`config.mk`:
```
export PLATFORM = sky130hd
export DESIGN_NAME = pnc_cell
export DESIGN_NICKNAME = d
export VERILOG_FILES = /design/src/hw/rtl/pnc_pkg.sv /design/src/hw/rtl/pnc_cell.sv
export SDC_FILE = /design/constraint.sdc
export NUM_CORES = 1
export LEC_CHECK = 0
export BUFFER_PORTS_ARGS = -buffer_cell sky130_fd_sc_hd__buf_2
export CAP_MARGIN = 0
export CORE_MARGIN = 5
export CORE_UTILIZATION = 48
export CTS_BUF_LIST = sky130_fd_sc_hd__clkbuf_8
export CTS_CLUSTER_DIAMETER = 100
export DETAILED_ROUTE_END_ITERATION = 16
export GPL_TIMING_DRIVEN = 0
export HOLD_SLACK_MARGIN = 0.05
export PLACE_DENSITY = 0.8
export RECOVER_POWER = 25
export SYNTH_ARGS = -nofsm -noshare
export SYNTH_HDL_FRONTEND = slang
export SYNTH_SLANG_ARGS = --single-unit
```
`constraint.sdc`:
```
create_clock -name i_clk -period 5.1 [get_ports i_clk]
set_clock_uncertainty 0.1 [all_clocks]
set_input_delay 0 -clock i_clk [delete_from_list [all_inputs] [get_ports i_clk]]
set_output_delay 0 -clock i_clk [all_outputs]
set_load 0.01 [all_outputs]
```
`src/hw/rtl/pnc_pkg.sv`:
```
// shared types and constants for the palette nearest color mapper
package pnc_pkg;

    localparam int PALETTE_DEPTH_DEF = 256;
    localparam int DIST_W            = 10;
    localparam int RGB_W             = 24;

    typedef enum logic [1:0] {
        OP_CLEAR = 2'd0,
        OP_ADD   = 2'd1,
        OP_MAP   = 2'd2,
        OP_RSVD  = 2'd3
    } t_op;

    typedef enum logic [2:0] {
        ST_MAPPED    = 3'd0,
        ST_ADDED     = 3'd1,
        ST_DUPLICATE = 3'd2,
        ST_FULL      = 3'd3,
        ST_EMPTY     = 3'd4,
        ST_CLEARED   = 3'd5
    } t_status;

    typedef enum logic [1:0] {
        S_IDLE = 2'd0,
        S_RUN  = 2'd1,
        S_HOLD = 2'd2
    } t_state;

    // word travelling down the cell chain
    typedef struct packed {
        logic              live;
        t_op               op;
        logic [7:0]        red;
        logic [7:0]        green;
        logic [7:0]        blue;
        logic [7:0]        alpha;
        logic              hit;
        logic [DIST_W-1:0] score;
        logic [RGB_W-1:0]  color;
    } t_tok;

    // palette write, broadcast to all cells
    typedef struct packed {
        logic             en;
        logic [RGB_W-1:0] color;
    } t_wr;

endpackage

```
`src/hw/rtl/pnc_cell.sv`:
```
// one palette cell: holds one entry and updates the passing word
module pnc_cell
    import pnc_pkg::*;
#(
    parameter int DEPTH = PALETTE_DEPTH_DEF,
    parameter int INDEX = 0,
    parameter int IDX_W = (DEPTH > 1) ? $clog2(DEPTH) : 1,
    parameter int CNT_W = $clog2(DEPTH + 1)
) (
    input  logic             i_clk,
    input  logic             i_rst_n,
    input  t_tok             i_tok,
    input  logic [IDX_W-1:0] i_idx,
    input  logic [CNT_W-1:0] i_count,
    input  t_wr              i_wr,
    input  logic [IDX_W-1:0] i_wr_idx,
    output t_tok             o_tok,
    output logic [IDX_W-1:0] o_idx
);

    logic [RGB_W-1:0]  r_color;
    t_tok              r_tok;
    logic [IDX_W-1:0]  r_idx;
    t_tok              n_tok;
    logic [IDX_W-1:0]  n_idx;
    logic              entry_ok;
    logic [DIST_W-1:0] entry_score;

    function automatic logic [7:0] absd(input logic [7:0] a, input logic [7:0] b);
        return (a > b) ? (a - b) : (b - a);
    endfunction

    assign entry_ok = i_count > CNT_W'(INDEX);
    assign entry_score = DIST_W'(absd(r_color[7:0], i_tok.red))
                       + DIST_W'(absd(r_color[15:8], i_tok.green))
                       + DIST_W'(absd(r_color[23:16], i_tok.blue));

    always_comb begin
        n_tok = i_tok;
        n_idx = i_idx;
        if (i_tok.live && entry_ok) begin
            // first matching entry wins for a duplicate check
            if (i_tok.op == OP_ADD && !i_tok.hit &&
                r_color == {i_tok.blue, i_tok.green, i_tok.red}) begin
                n_tok.hit   = 1'b1;
                n_tok.color = r_color;
                n_idx       = IDX_W'(INDEX);
            end
            // strict less keeps the earlier entry on a tie
            if (i_tok.op == OP_MAP && (!i_tok.hit || entry_score < i_tok.score)) begin
                n_tok.hit   = 1'b1;
                n_tok.score = entry_score;
                n_tok.color = r_color;
                n_idx       = IDX_W'(INDEX);
            end
        end
    end

    always_ff @(posedge i_clk) begin
        if (i_wr.en && i_wr_idx == IDX_W'(INDEX)) begin
            r_color <= i_wr.color;
        end
        r_idx <= n_idx;
        if (!i_rst_n) begin
            r_tok <= '0;
        end else begin
            r_tok <= n_tok;
        end
    end

    assign o_tok = r_tok;
    assign o_idx = r_idx;

endmodule

```
# ---- Word level (Yosys, flattened, before mapping)
# Index checks and enable logic that the tools add are counted.
dict set report word_totals {
  elab_cells 45
  regBits 102
  output_inout_bits 78
}
dict set report classes {
  n_addsub 8
  eq_ne 3
  reduce_logical 8
  n_mux 10
  order_cmp 5
}
# op count
set op_table {}
lappend op_table {{35-bit two-way mux} 2}
lappend op_table {{8-bit two-way mux} 6}
lappend op_table {{8-bit subtractor} 6}
lappend op_table {{24-bit == test} 1}
lappend op_table {{8-bit greater-than comparator} 3}
lappend op_table {{24-bit two-way mux} 1}
lappend op_table {{9-bit by 8-bit adder with 10-bit output} 1}
lappend op_table {{10-bit < comparator} 1}
lappend op_table {{8-bit by 8-bit adder with 9-bit output} 1}
lappend op_table {{9-bit by 1-bit greater-than comparator with 1-bit output, second input constant} 1}
lappend op_table {{8-bit zero test} 1}
lappend op_table {{1-bit logical AND} 5}
lappend op_table {{2-bit by 1-bit == test with 1-bit output, second input constant} 1}
lappend op_table {{2-bit == test, second input constant} 1}
lappend op_table {{1-bit zero test} 1}
lappend op_table {{1-bit logical OR} 1}
lappend op_table {{1-bit two-way mux} 1}

# ---- Longest topological paths before layout
# Gate-level depths: netlist (run 1).
dict set report depth {
  word_depth 9
  depth_mapped 25
  depth_no_buf 24
}

# ---- Worst setup path before layout (run 1)
# OpenSTA, ideal clock, no wires.
dict set report synth_timing {
  kind {register to register}
  from {reg r_color[0]}
  to {reg r_tok (netlist bit o_tok[32])}
  setup_ns 0.116
  t_arrival_ns 5.156
  required_time_ns 4.884
  path_slack_ns -0.273
  n_path_buf 1
  synth_period_minus_slack_ns 5.373
  path_stages_with_launch 24
  cell_sequence {edfxtp_1 > inv_1 > ha_1 > inv_1 > fa_1 > nand3_1 > a21oi_2 > o22ai_4 > mux2_2 > fa_1 > ha_1 > fa_1 > a21o_1 > a21oi_1 > nand2b_1 > o311ai_0 > ha_1 > a21o_1 > a21oi_1 > o21ai_0 > a211oi_1 > buf_2 > nor2_1 > a31o_2}
}
dict set report synth_between {
  elab_chain_cells 9
}
# element line_no
set synth_lines {}
lappend synth_lines {{start: declaration} pnc_cell.sv:21} ;# logic [RGB_W-1:0] r_color;
lappend synth_lines {{start signal: assignment} pnc_cell.sv:61} ;# r_color <= i_wr.color;
lappend synth_lines {{8-bit subtractor or 8-bit greater-than comparator (tied branches)} pnc_cell.sv:30} ;# return (a > b) ? (a - b) : (b - a);
lappend synth_lines {{8-bit two-way mux (*)} pnc_cell.sv:30}
lappend synth_lines {{8-bit by 8-bit adder with 9-bit output (*)} pnc_cell.sv:35} ;# + DIST_W'(absd(r_color[15:8], i_tok.green))
lappend synth_lines {{9-bit by 8-bit adder with 10-bit output (*)} pnc_cell.sv:36} ;# + DIST_W'(absd(r_color[23:16], i_tok.blue));
lappend synth_lines {{10-bit < comparator} pnc_cell.sv:50} ;# if (i_tok.op == OP_MAP && (!i_tok.hit || entry_score < i_tok.score)) begin
lappend synth_lines {{1-bit logical OR} pnc_cell.sv:50}
lappend synth_lines {{1-bit logical AND} pnc_cell.sv:50}
lappend synth_lines {{35-bit two-way mux (*)} pnc_cell.sv:50}
lappend synth_lines {{35-bit two-way mux (*)} pnc_cell.sv:41} ;# if (i_tok.live && entry_ok) begin
lappend synth_lines {{end signal: assignment} pnc_cell.sv:67} ;# r_tok <= n_tok;
lappend synth_lines {{end: declaration} pnc_cell.sv:22} ;# t_tok r_tok;
# Mark *: on every way between the ends. The rest lies on a longest branch, timed or not.
# A chain may end at the register's enable or synchronous reset.

# ---- Worst setup path in the final report (run 1)
dict set report layout_timing {
  from {reg r_color[22]}
  to {reg r_tok (netlist bit o_tok[26])}
}
dict set report layout_between {
  elab_chain_cells 8
}
# element line_no
set layout_lines {}
lappend layout_lines {{8-bit subtractor or 8-bit greater-than comparator (tied branches)} pnc_cell.sv:30}
lappend layout_lines {{8-bit two-way mux (*)} pnc_cell.sv:30}
lappend layout_lines {{9-bit by 8-bit adder with 10-bit output (*)} pnc_cell.sv:36}
lappend layout_lines {{10-bit < comparator} pnc_cell.sv:50}
lappend layout_lines {{1-bit logical OR} pnc_cell.sv:50}
lappend layout_lines {{1-bit logical AND} pnc_cell.sv:50}
lappend layout_lines {{35-bit two-way mux (*)} pnc_cell.sv:50}
lappend layout_lines {{35-bit two-way mux (*)} pnc_cell.sv:41}
# Marked as above.

==> results.py, run 1 <==
metrics = {
    "run_status": {
        "status": "finished with violations",
        "violations": "setup timing",
    },
    "timing": {
        "finalSetupViolations": 43,
        "max-slew-margin-rel_pct": 48.45,
        "rsz0062_at_grt": "yes",
        "tightest_slew_ns": 0.7649,
        "setup_ws_ns": -0.3799,
        "hold_violations": 0,
        "min_period_ns": 5.480,
        "min_period_over_period_pct": 107.4,
        "max_freq_mhz": 182.5,
        "slew_viol_final": 0,
    },
    "drt": {
        "drcViolationCount": 0,
        "wl_per_cell_um": 17.84,
        "via_per_inst": 5.189,
        "routed_wl_um": 21900,
        "vias": 6372,
        "drt_iter0_markers": 403,
        "ant_nets": 0,
        "first_pass_iters": 5,
    },
    "min_path": {
        "hold_path_class": "primary input to register",
    },
    "placement": {
        "pre_cts_ws_ns": -0.7510,
        "port_buffers": 198,
        "gp_congestion": 0.8927,
        "dp.cells": 1026,
        "dp_hpwl_um": 12440,
    },
    "logic_synthesis": {
        "synth_seq_cells": 102,
        "ys_warn_count": 0,
        "synth.cell_area_um2": 6304,
        "synth_top_family_by_area": "adder cells",
        "synth.top_cell.area_share_pct": 24.77,
        "synth_edf_count": 24,
        "synthMuxAreaShare_pct": 8.376,
        "synth_xor_area_share_pct": 2.362,
        "synth_compound_area_share_pct": 13.62,
        "synthAdderAreaFrac_pct": 16.87,
        "synthFlopType": "dfxtp_1",
        "yosys.area_share.simple_pct": 15.94,
        "synthDistinctLibCells": 69,
        "synth.most_common_cell": "inv_1",
        "synth_area_leaders": "dfxtp_1 (25%), ha_1 (12%), edfxtp_1 (11%)",
        "synthCells": 653,
        "seq_area_frac_synth_pct": 36.20,
        "synth_top_cell_by_area": "dfxtp_1",
        "synth.top_cells.by_count": "inv_1 (80), dfxtp_1 (78), nand2_1 (63), ha_1 (61), mux2i_1 (43)",
        "async_flop_share_pct": 0,
        "avgSynthCellArea_um2": 9.653,
        "syn_nets": 851,
    },
    "flow_run": {
        "max_cap_violations": 0,
    },
    "grt": {
        "gr-total-overflow": 0,
        "antenna_found_initial": 0,
        "grtUsageTotal_pct": 25.47,
        "grt_max_degree": 17,
        "grt_pass1_wl_um": 32260,
        "grt_pass1_vias": 6470,
    },
    "critical_path": {
        "worstSetupStartpointType": "register",
        "required_ns": 5.29,
        "worst-setup-path-type": "register to register",
        "arrival_ns": 5.66,
        "reg2reg_slack_ns": -0.38,
        "crit_path_end_kind": "register",
        "crit_fanout": 7,
    },
    "cts": {
        "clockRootBuffer": "clkbuf_8",
        "cts_tree": "built",
        "clock_sinks": 102,
        "cts.reportedPaths.clkPinSlew_ns": 0.09,
        "insertion_delay_ns": 0.39,
        "cts-htree-levels": 3,
        "clk_path_buf_depth": 2,
        "cts-buffers-inserted": 9,
    },
    "layout": {
        "stdcell_count": 1228,
        "diodes": 0,
        "nNetsFinal": 1249,
        "syn2layout_area_growth_pct": 61.95,
        "drive_gt1_share_pct": 36.65,
        "fillers": 749,
    },
    "floorplan": {
        "pin_count": 200,
        "coreArea_um2": 12720,
        "rows": 41,
        "dieArea_um2": 15520,
        "initial_core_util_pct": 49.55,
        "die_w_um": 124.6,
        "die_h_um": 124.6,
    },
    "power": {
        "ir_worst_vdd_mv": 0.1554,
        "leakage_nw": 4.801,
        "pwr_density_cell_nw_per_um2": 284.7,
        "power_mw": 2.906,
    },
}
[state kept, by name, summed over array words and instances, names as in the netlist]
| signal | cells |
|---|---|
| o_idx | 8 |
| o_tok | 70 |
| r_color | 24 |
[worst max-delay path, stage by stage (launching register included)]
cell      delay (ns)
edfxtp_1        0.48
ha_4            0.36
nand4_1         0.17
buf_4           0.20
nand2b_4        0.18
o21ai_4         0.11
mux2_4          0.34
or2_1           0.22
o211ai_2        0.23
fa_1            0.46
inv_2           0.08
ha_4            0.21
inv_2           0.08
nor2_1          0.09
a221oi_4        0.31
o311ai_4        0.18
ha_4            0.25
a21o_1          0.16
a21oi_2         0.14
o21ai_2         0.08
buf_4           0.15
a211oi_4        0.21
buf_4           0.18
buf_6           0.13
mux2i_1         0.19
nor2b_1         0.06
[path summary, 6_finish.rpt]
| kind | start | end | depth (start not counted) |
|---|---|---|---|
| worst min-delay path | i_rst_n | o_tok[56] | 2 |
| worst min register to register | r_color[15] | o_tok[15] | 2 |
| worst max-delay path | r_color[22] | o_tok[26] | 25 |
| worst max register to register | r_color[22] | o_tok[26] | 25 |
[repair_timing]
| action | in CTS | in global routing |
|---|---|---|
| gates resized for setup | 69 | 56 |
| setup buffers | 34 | 26 |
| setup endpoints to repair | 43 | 43 |
| pin swaps | 34 | 37 |
| hold buffers | 124 | 0 |
| hold endpoints to repair | 118 | 0 |
| cloned | 3 | 1 |
[layer usage]
metal / global-route usage (%) / part of all wire (%)
met5: 0 / 0
met4: 9.994 / 4.1
met3: 6.389 / 6.6
met2: 46.34 / 52
met1: 28.34 / 38
[cells by family after synthesis]
group,Yosys count
XOR/XNOR,17
AND/OR/NAND/NOR,189
multiplexers,51
flip-flops,102
adder cells (fa/ha/maj),76
buffers and inverters,101
AO/OA/AOI/OAI,117
[layout by cell type, fill, tap and decap left out, drive strengths merged, types with 33 or more instances in the layout]
master       Yosys  routed
buf              9     261
dlygate4sd3      0     124
inv             80      82
dfxtp           78      78
nand2           63      63
ha              61      61
mux2i           43      43
and2            39      39
a21oi           36      36
clkbuf          12      33
[final cells by class]
cell class | instances | area, µm² | share of cell area (%)
plain buffers | 19 | 147.6 | 1.446
clock buffers | 10 | 137.6 | 1.348
clock inverters | 6 | 61.31 | 0.6006
inverters | 80 | 300.3 | 2.942
multi-input cells | 450 | 4239 | 41.52
flip-flops and latches | 102 | 2282 | 22.36
well taps | 172 | 215.2 | 2.108
repair buffers | 389 | 2825 | 27.68
[through the flow]
| step | instance area (µm²) | utilization, % | hold WS (ns) | TNS, ns |
|---|---|---|---|---|
| global route | 10210 | 80.24 | 0.1034 | -19.46 |
| global placement | 7551 | 59.35 | 0.07781 | -20.97 |
| floorplan | 6345 | - | -0.001131 | 0 |
| detailed placement | 7580 | 59.58 | 0.07810 | -24.24 |
| CTS | 9658 | 75.91 | 0.05674 | -6.218 |
| finish | 10210 | 80.24 | 0.1153 | -13.06 |
[where the power goes]
group | internal, mW | switching [mW] | total (mW)
sequential | 0.875 | 0.0136 | 0.889
clock | 0.239 | 0.286 | 0.525
combinational | 0.762 | 0.730 | 1.49
total | 1.88 | 1.03 | 2.91
Note: power is estimated with default switching activity, not from simulation.
==> run 2, diff against run 1 <==
--- a/config.mk
+++ b/config.mk
@@ -16,6 +16,7 @@
 export HOLD_SLACK_MARGIN = 0.05
 export PLACE_DENSITY = 0.8
 export RECOVER_POWER = 25
+export SETUP_SLACK_MARGIN = 0.2
 export SYNTH_ARGS = -nofsm -noshare
 export SYNTH_HDL_FRONTEND = slang
 export SYNTH_SLANG_ARGS = --single-unit
==> run 2 against run 1 <==
  * The run still ends with setup timing left
  * Clock power shrank 6.3%
  * Non-clock buffer count shrank 14
  * First-iteration DRC count is 33% lower
  * Clock-buffer cell count fell by 1
  * Core utilization decreased by 2.6 points
  * Total power fell by 7.4%
  * Worst hold slack lost 0.067 ns
  * Maximum frequency down 0.15%
  * Via count fell by 4.2%
  * Setup slack worse by 0.0084 ns
  * Critical path type unchanged
  * Critical endpoint is now o_tok[25]
  * Largest cell class unchanged
  * Largest power group unchanged
==> results.py, run 2 (synthesized netlist as in run 1, its figures left out) <==
metrics = {
    "flow_run": {
        "max_cap_violations": 0,
    },
    "grt": {
        "grt_pass1_wl_um": 31350,
        "grt_max_degree": 16,
        "gr-total-overflow": 0,
        "grt_pass1_vias": 6311,
        "antenna_found_initial": 0,
        "grtUsageTotal_pct": 24.63,
    },
    "floorplan": {
        "initial_core_util_pct": 49.55,
        "die_h_um": 124.6,
        "die_w_um": 124.6,
        "coreArea_um2": 12720,
        "dieArea_um2": 15520,
        "rows": 41,
        "pin_count": 200,
    },
    "critical_path": {
        "crit_fanout": 8,
        "worstSetupStartpointType": "register",
        "required_ns": 5.27,
        "crit_path_end_kind": "register",
        "r2r-start": "r_color[0]",
        "reg2reg_slack_ns": -0.39,
        "r2r_end": "o_tok[25]",
        "reg2reg_depth": 26,
        "worst-setup-path-type": "register to register",
        "arrival_ns": 5.66,
    },
    "placement": {
        "dp_hpwl_um": 12670,
        "gp_congestion": 0.8859,
        "port_buffers": 198,
        "dp.cells": 1026,
        "placed_area_um2": 7667,
    },
    "cts": {
        "cts.reportedPaths.clkPinSlew_ns": 0.09,
        "cts_tree": "built",
        "insertion_delay_ns": 0.38,
        "clock_sinks": 102,
        "clk_path_buf_depth": 2,
        "clockRootBuffer": "clkbuf_8",
        "cts-htree-levels": 3,
        "cts-buffers-inserted": 9,
    },
    "min_path": {
        "holdPathStages": 2,
        "holdCritStartpoint": "i_rst_n",
        "hold_end": "o_tok[65]",
        "hold_path_class": "primary input to register",
    },
    "power": {
        "leakage_nw": 4.688,
        "ir_worst_vdd_mv": 0.1479,
        "pwr_density_cell_nw_per_um2": 272.6,
    },
    "timing": {
        "setup_ws_ns": -0.3884,
        "tightest_slew_ns": 0.6535,
        "rsz0062_at_grt": "yes",
        "holdWs_ns": 0.04798,
        "slew_viol_final": 0,
        "finalSetupViolations": 43,
        "max_freq_mhz": 182.2,
        "max-slew-margin-rel_pct": 55.96,
        "hold_violations": 0,
        "setup_tns_ns": -13.51,
        "min_period_over_period_pct": 107.6,
        "min_period_ns": 5.488,
    },
    "drt": {
        "ant_nets": 0,
        "drt_iter0_markers": 271,
        "vias": 6105,
        "wl_per_cell_um": 16.35,
        "first_pass_iters": 5,
        "via_per_inst": 5.029,
        "routed_wl_um": 19850,
        "drcViolationCount": 0,
    },
    "layout": {
        "final_cell_mix": "buf_2 (187), dlygate4sd3_1 (128), dfxtp_1 (78)",
        "stdcell_count": 1214,
        "final_common_cell": "buf_2",
        "diodes": 0,
        "largest_reg_flops": 70,
        "nNetsFinal": 1235,
        "drive_gt1_share_pct": 33.21,
        "syn2layout_area_growth_pct": 56.69,
        "stdcell_area_um2": 9877,
    },
    "run_status": {
        "violations": "setup timing",
        "status": "finished with violations",
    },
}
-- run 2: cell count changes in the layout (fill, tap and decap cells not counted), sizes merged --
cell,delta
clkinv,+1
dlygate4sd3,+4
buf,-19
-- run 2: metal layers --
metal  wire [µm]  vias to the layer above  GRT usage (%)  share of wire, %
met5           0                        -              0                 0
met1        7725                     2891          28.20                39
met2       10530                      211          45.48                53
met3        1295                       25          6.132               6.5
met4         298                        0          6.447               1.5
li1            -                     2978              -                 -
-- run 2: layout make-up --
type	instances	area, µm²
clock buffers	9	123.9
well taps	172	215.2
repair buffers	373	2713
clock inverters	7	58.81
fillers	834	2845
inverters	80	305.3
multi-input cells	450	4018
plain buffers	21	161.4
flip-flops and latches	102	2282
-- run 2: how the worst max path moves through the flow --
stage	startpoint	to	slack (ns)	depth (start not counted)
global route	r_color[4]	o_tok[25]	-0.55	24
CTS	r_color[8]	o_tok[2]	-0.22	26
finish	r_color[0]	o_tok[25]	-0.39	26
floorplan	r_color[5]	o_tok[10]	0.12	21
global placement	r_color[22]	o_tok[16]	-0.44	22
detailed placement	r_color[22]	o_tok[17]	-0.56	22
-- run 2: power by group --
part           total [mW]  leakage (nW)  internal, mW  switching (mW)
sequential          0.888         0.867         0.875          0.0131
clock               0.492         0.104         0.220           0.272
combinational        1.31          3.72         0.653           0.659
-- run 2: stage by stage --
| stage | setup slack (ns) | total power [mW] | util, % |
|---|---|---|---|
| 6_report | -0.3884 | 2.692 | 77.64 |
| 5_1_grt | -0.5506 | 2.846 | 77.64 |
| 4_1_cts | -0.2191 | 2.495 | 75.87 |
| 3_5_place_dp | -0.5581 | 1.765 | 60.27 |
| 3_3_place_gp | -0.4354 | 1.739 | 60.04 |
| 2_1_floorplan | 0.1192 | 1.526 | - |
-- run 2: timing repair --
action                                 CTS  global route
hold buffers                           128             0
setup endpoints to repair               43            43
endpoints found under the hold margin  118             0
gates resized for setup                 47            42
pin swaps                               27            19
gates cloned                             4             0
setup buffers                           25            15
-- run 2: worst max-delay path: stages (launching register included) --
cell and delay, ns:
edfxtp_1 0.42, inv_1 0.10, ha_2 0.20, inv_2 0.04, fa_2 0.36, nand3_4 0.09
a21oi_4 0.07, o22ai_4 0.13, buf_12 0.16, buf_6 0.10, mux2_4 0.31, fa_1 0.48
ha_2 0.20, fa_2 0.35, a21o_1 0.18, a21oi_2 0.21, nand2b_4 0.19, o311ai_4 0.09
ha_1 0.34, a21o_1 0.19, a21oi_2 0.13, o21ai_2 0.09, buf_4 0.15, a211oi_4 0.22
buf_6 0.18, mux2i_1 0.23, nor2b_1 0.07
